File: config.mk
export PLATFORM = sky130hd
export DESIGN_NAME = fscpd_ram
export DESIGN_NICKNAME = d
export VERILOG_FILES = /design/src/sv/fscpd_ram.sv
export SDC_FILE = /design/constraint.sdc
export NUM_CORES = 1
export LEC_CHECK = 0
export BUFFER_PORTS_ARGS = -buffer_cell sky130_fd_sc_hd__buf_2
export CAP_MARGIN = 15
export CELL_PAD_IN_SITES_DETAIL_PLACEMENT = 0
export CELL_PAD_IN_SITES_GLOBAL_PLACEMENT = 1
export CORE_AREA = 2 2 151 153
export CTS_BUF_LIST = sky130_fd_sc_hd__clkbuf_8
export CTS_CLUSTER_DIAMETER = 30
export DETAILED_ROUTE_END_ITERATION = 6
export DIE_AREA = 0 0 153 155
export GPL_ROUTABILITY_DRIVEN = 0
export PLACE_DENSITY_LB_ADDON = 0.1
export SKIP_LAST_GASP = 1
export SYNTH_ARGS = -nofsm -noshare
export SYNTH_HDL_FRONTEND = slang
export SYNTH_SLANG_ARGS = --single-unit
File: constraint.sdc
create_clock -name clk -period 2.46 [get_ports clk]
set_clock_uncertainty 0.05 [all_clocks]
set_input_delay 0.492 -clock clk [delete_from_list [all_inputs] [get_ports clk]]
set_output_delay 0.492 -clock clk [all_outputs]
set_load 0.02 [all_outputs]
File: src/sv/fscpd_ram.sv
// fscpd_ram: generic ram, one write port, two registered read ports
`default_nettype none

module fscpd_ram #(
	parameter int WIDTH = 4,
	parameter int DEPTH = 64
) (
	input  wire logic                     clk,
	input  wire logic                     we,
	input  wire logic [$clog2(DEPTH)-1:0] waddr,
	input  wire logic [WIDTH-1:0]         wdata,
	input  wire logic [$clog2(DEPTH)-1:0] raddr_a,
	output logic      [WIDTH-1:0]         rdata_a,
	input  wire logic [$clog2(DEPTH)-1:0] raddr_b,
	output logic      [WIDTH-1:0]         rdata_b
);

	logic [WIDTH-1:0] mem [DEPTH];

	always_ff @(posedge clk) begin
		if (we) begin
			mem[waddr] <= wdata;
		end
		rdata_a <= mem[raddr_a];
		rdata_b <= mem[raddr_b];
	end

endmodule

`default_nettype wire

# [Word level (Yosys, flattened, before mapping)]
# Memory sizes are Yosys's and may differ from the RTL's. A register that Yosys moved wholly into a read port is not among the register bits.
# Index checks and enable logic that the tools add are counted.
[op_classes] muxes=2
[op_table] operator="$mux 1" count=2
[word_totals] wordCells=3 inputBits=24 output_inout_bits=8 regBits=0 mem_bits_rw=256 n_memories=1
[memory_table] memory="mem" depth=64 width=4 rd=2 rd_ports_with_merged_regs=2 wr=1 line_no="18" text="logic [WIDTH-1:0] mem [DEPTH];"

# [Longest topological paths before layout]
[depth] ltp_word=2 depth_mapped=8 depth_no_buf=5

# [Least setup slack after synthesis]
# Ideal clock, no wire load.
[synth_path] path_kind="input -> register" start="input raddr_a[0]" end="register rdata_a[2], read port of mem" n_path_buf=3 required_ps=2285 path_stages=8 path_slack_ps=380 setup_time_ps=125 arrival_ps=1905 path_cell_list="buf_6 > buf_6 > buf_6 > mux4_2 > a22oi_1 > o21ai_0 > o21ai_0 > o41ai_1"
[synth_rtl] item="start: declaration" line_no="12" text="input wire logic [$clog2(DEPTH)-1:0] raddr_a,"
[synth_rtl] item="end: declaration" line_no="13" text="output logic [WIDTH-1:0] rdata_a,"

==> out/metrics.cfg <==
[status]
status = finished, final reports clean

[synth]
syn_area_per_cell_um2 = 18.4
ys_async_sr_fraction = 0
synth_edf_count = 256
ys_seq_area_frac = 0.629
synth-compound-area-share = 0.0424
synthXorXnorAreaFrac = 0
synth_fa_ha_area_frac = 0
synth_flop_cell = edfxtp_1
ys_warn_count = 0
synth_nets = 701
yosys-mux-area-fraction = 0.252
syn_area_mm2 = 0.0125
synthDistinctLibCells = 48
synthCells = 677
synth_top_family_by_area = multiplexers
synth-simple-area-share = 0.0514
synth-seq-cells = 264

[timing]
setup_viol = 0
finalCriticalPeriod_ps = 2080
min_period_over_period = 0.844
finalHoldViolCount = 0
rsz0062_at_grt = false
drv_slew = 0
holdWs_ps = 222
tightest_slew_ps = 685
max_freq_mhz = 481
final.setup.worst_slack_ps = 383
slew_headroom = 0.543

[min_path]
hold_path.class = primary input to flip-flop

[place]
place_ws_ps = -155
hpwl_mm = 23.1
portBuffers = 31
dpl-instance-area_mm2 = 0.0136

[drt]
drt_iter0_markers = 823
viasPerCell = 6.64
finalWirelength_mm = 32.5
ant_nets = 0
post-route-drc-count = 0
wire_per_inst_um = 28.9
drt_pre_antenna_iters = 6
vias = 7484

[pwr]
powerDensity_mw_per_mm2 = 721
p_leak_nw = 4.94
peakVddDrop_uv = 585

[final_layout]
nNetsFinal = 824
fin_area_mm2 = 0.0147
syn_to_final_growth_pct = 17.7
final_common_cell = edfxtp_1
fin_util = 0.661
antenna_cells = 0
drive_gt1_frac = 0.397
layout_common_cells = 256 x edfxtp_1, 113 x mux4_2, 77 x buf_4
fillers = 1522

[floorplanning]
start_util = 0.561
core_mm2 = 0.0222
die_h_um = 155
die_w_um = 153
die_area_mm2 = 0.0237
row_count = 55
io_pins = 32

[clock_tree]
tritoncts = built
cts_buffers = 51
post-cts-setup-buffers = 0
root_buffer = clkbuf_8
cts.htree.levels = 2
cts_buffer_depth = 3
clk_latency_ps = 560
path_clk_slew_ps = 60
cts_hold_buf = 0
cts-resized-gates = 0
clock-sinks = 264

[worst_setup_path]
crit_arrival_ps = 2470
worstSetupStartpointType = primary input
cp.required_ps = 2850
critPathCaptureType = flip-flop
crit_fanout = 24
path_class = primary input to flip-flop

[run]
cap_viol_max_count = 0

[global_route]
busiest_layer = met2
grt_pass1_vias = 7766
grt_pass1_wl_mm = 48.9
overflow = 0
grtUsageMet1 = 0.408
use_met2 = 0.443
grt_max_degree = 65
track_usage = 0.283
antenna_found_initial = 0
use_met3 = 0.0532

synthesized netlist by cell type (2+ instances only):
| master | number | area [µm²] |
|---|---|---|
| mux4_1 | 12 | 315 |
| nor2b_1 | 8 | 50.1 |
| a21o_1 | 3 | 22.5 |
| mux2_2 | 15 | 169 |
| or3_1 | 2 | 12.5 |
| a22oi_1 | 6 | 45.0 |
| buf_4 | 5 | 37.5 |
| nand3b_1 | 5 | 37.5 |
| o41ai_1 | 3 | 26.3 |
| nand3_1 | 10 | 50.1 |
| o22a_1 | 3 | 26.3 |
| a22o_1 | 3 | 26.3 |
| edfxtp_1 | 256 | 7690 |
| a211oi_1 | 3 | 22.5 |
| or2_2 | 3 | 18.8 |
| buf_1 | 3 | 11.3 |
| and3b_1 | 2 | 17.5 |
| nor3_1 | 6 | 30.0 |
| buf_6 | 8 | 90.1 |
| clkbuf_1 | 20 | 75.1 |
| nand4_1 | 2 | 12.5 |
| nor3b_1 | 4 | 30.0 |
| a221o_1 | 3 | 30.0 |
| mux2i_1 | 12 | 120 |
| a221oi_1 | 3 | 26.3 |
| nand2_1 | 14 | 52.6 |
| buf_2 | 13 | 65.1 |
| inv_1 | 2 | 7.51 |
| o21ai_0 | 9 | 45.0 |
| mux4_2 | 113 | 2540 |
| nand2b_1 | 6 | 37.5 |
| dfxtp_1 | 8 | 160 |
| o221ai_1 | 10 | 87.6 |
| a31oi_1 | 3 | 18.8 |
| o21ai_1 | 2 | 10.0 |
| nor2_1 | 70 | 263 |
| o22ai_1 | 16 | 100 |
through the flow:
stage	cells	TNS (ps)	power, mW
final	1127	0	10.6
after global routing	1127	0	10.9
after CTS	1127	0	10.6
after floorplan	677	0	5.61
after global placement	1032	-273	5.95
after detailed placement	1032	-338	5.97
routing by layer:
layer / share of wire / wire length, µm
met5: 0 / 0
met4: 0.034 / 1120
met3: 0.082 / 2660
met2: 0.47 / 15400
met1: 0.41 / 13300
where the power goes:
group | internal, mW | switching (mW)
sequential | 4.98 | 0.0303
combinational | 0.384 | 0.488
clock | 2.81 | 1.89
total | 8.17 | 2.41
path summary, 6_finish.rpt:
check	from	end	slack, ps	cells after the start
min reg2reg	mem[50][3]$_DFFE_PP_	rdata_b[3]$_DFF_P_	820	4
max	raddr_b[0]	rdata_b[2]$_DFF_P_	380	7
min	raddr_a[5]	rdata_a[1]$_DFF_P_	220	2
max reg2reg	mem[55][2]$_DFFE_PP_	rdata_a[2]$_DFF_P_	390	5
final cells by class:
cell class	instances	area (µm²)	area share
clock buffers	54	743	0.0506
clock inverters	41	387	0.0263
inverters	2	7.51	0.000511
multi-input cells	360	4320	0.294
flip-flops and latches	264	7850	0.534
well taps	285	357	0.0243
repair buffers	121	1020	0.0697
state kept, by name (all words and copies together) (netlist names):
register  flops
rdata_a       4
rdata_b       4
mem         256
logic make-up (layout without fill, tap and decap cells):
logic type / Yosys count / count (layout)
DFF: 264 / 264
muxes: 152 / 152
and+or+nand+nor: 136 / 136
AOI/OAI and AO/OA: 72 / 72
buffers and inverters: 53 / 218
critical path: stages:
cell	delay [ps]
buf_4	360
buf_12	280
mux4_2	570
mux2i_1	290
o22ai_1	130
o21ai_0	230
nand2_1	80
Power figures use the tool's default switching activity.
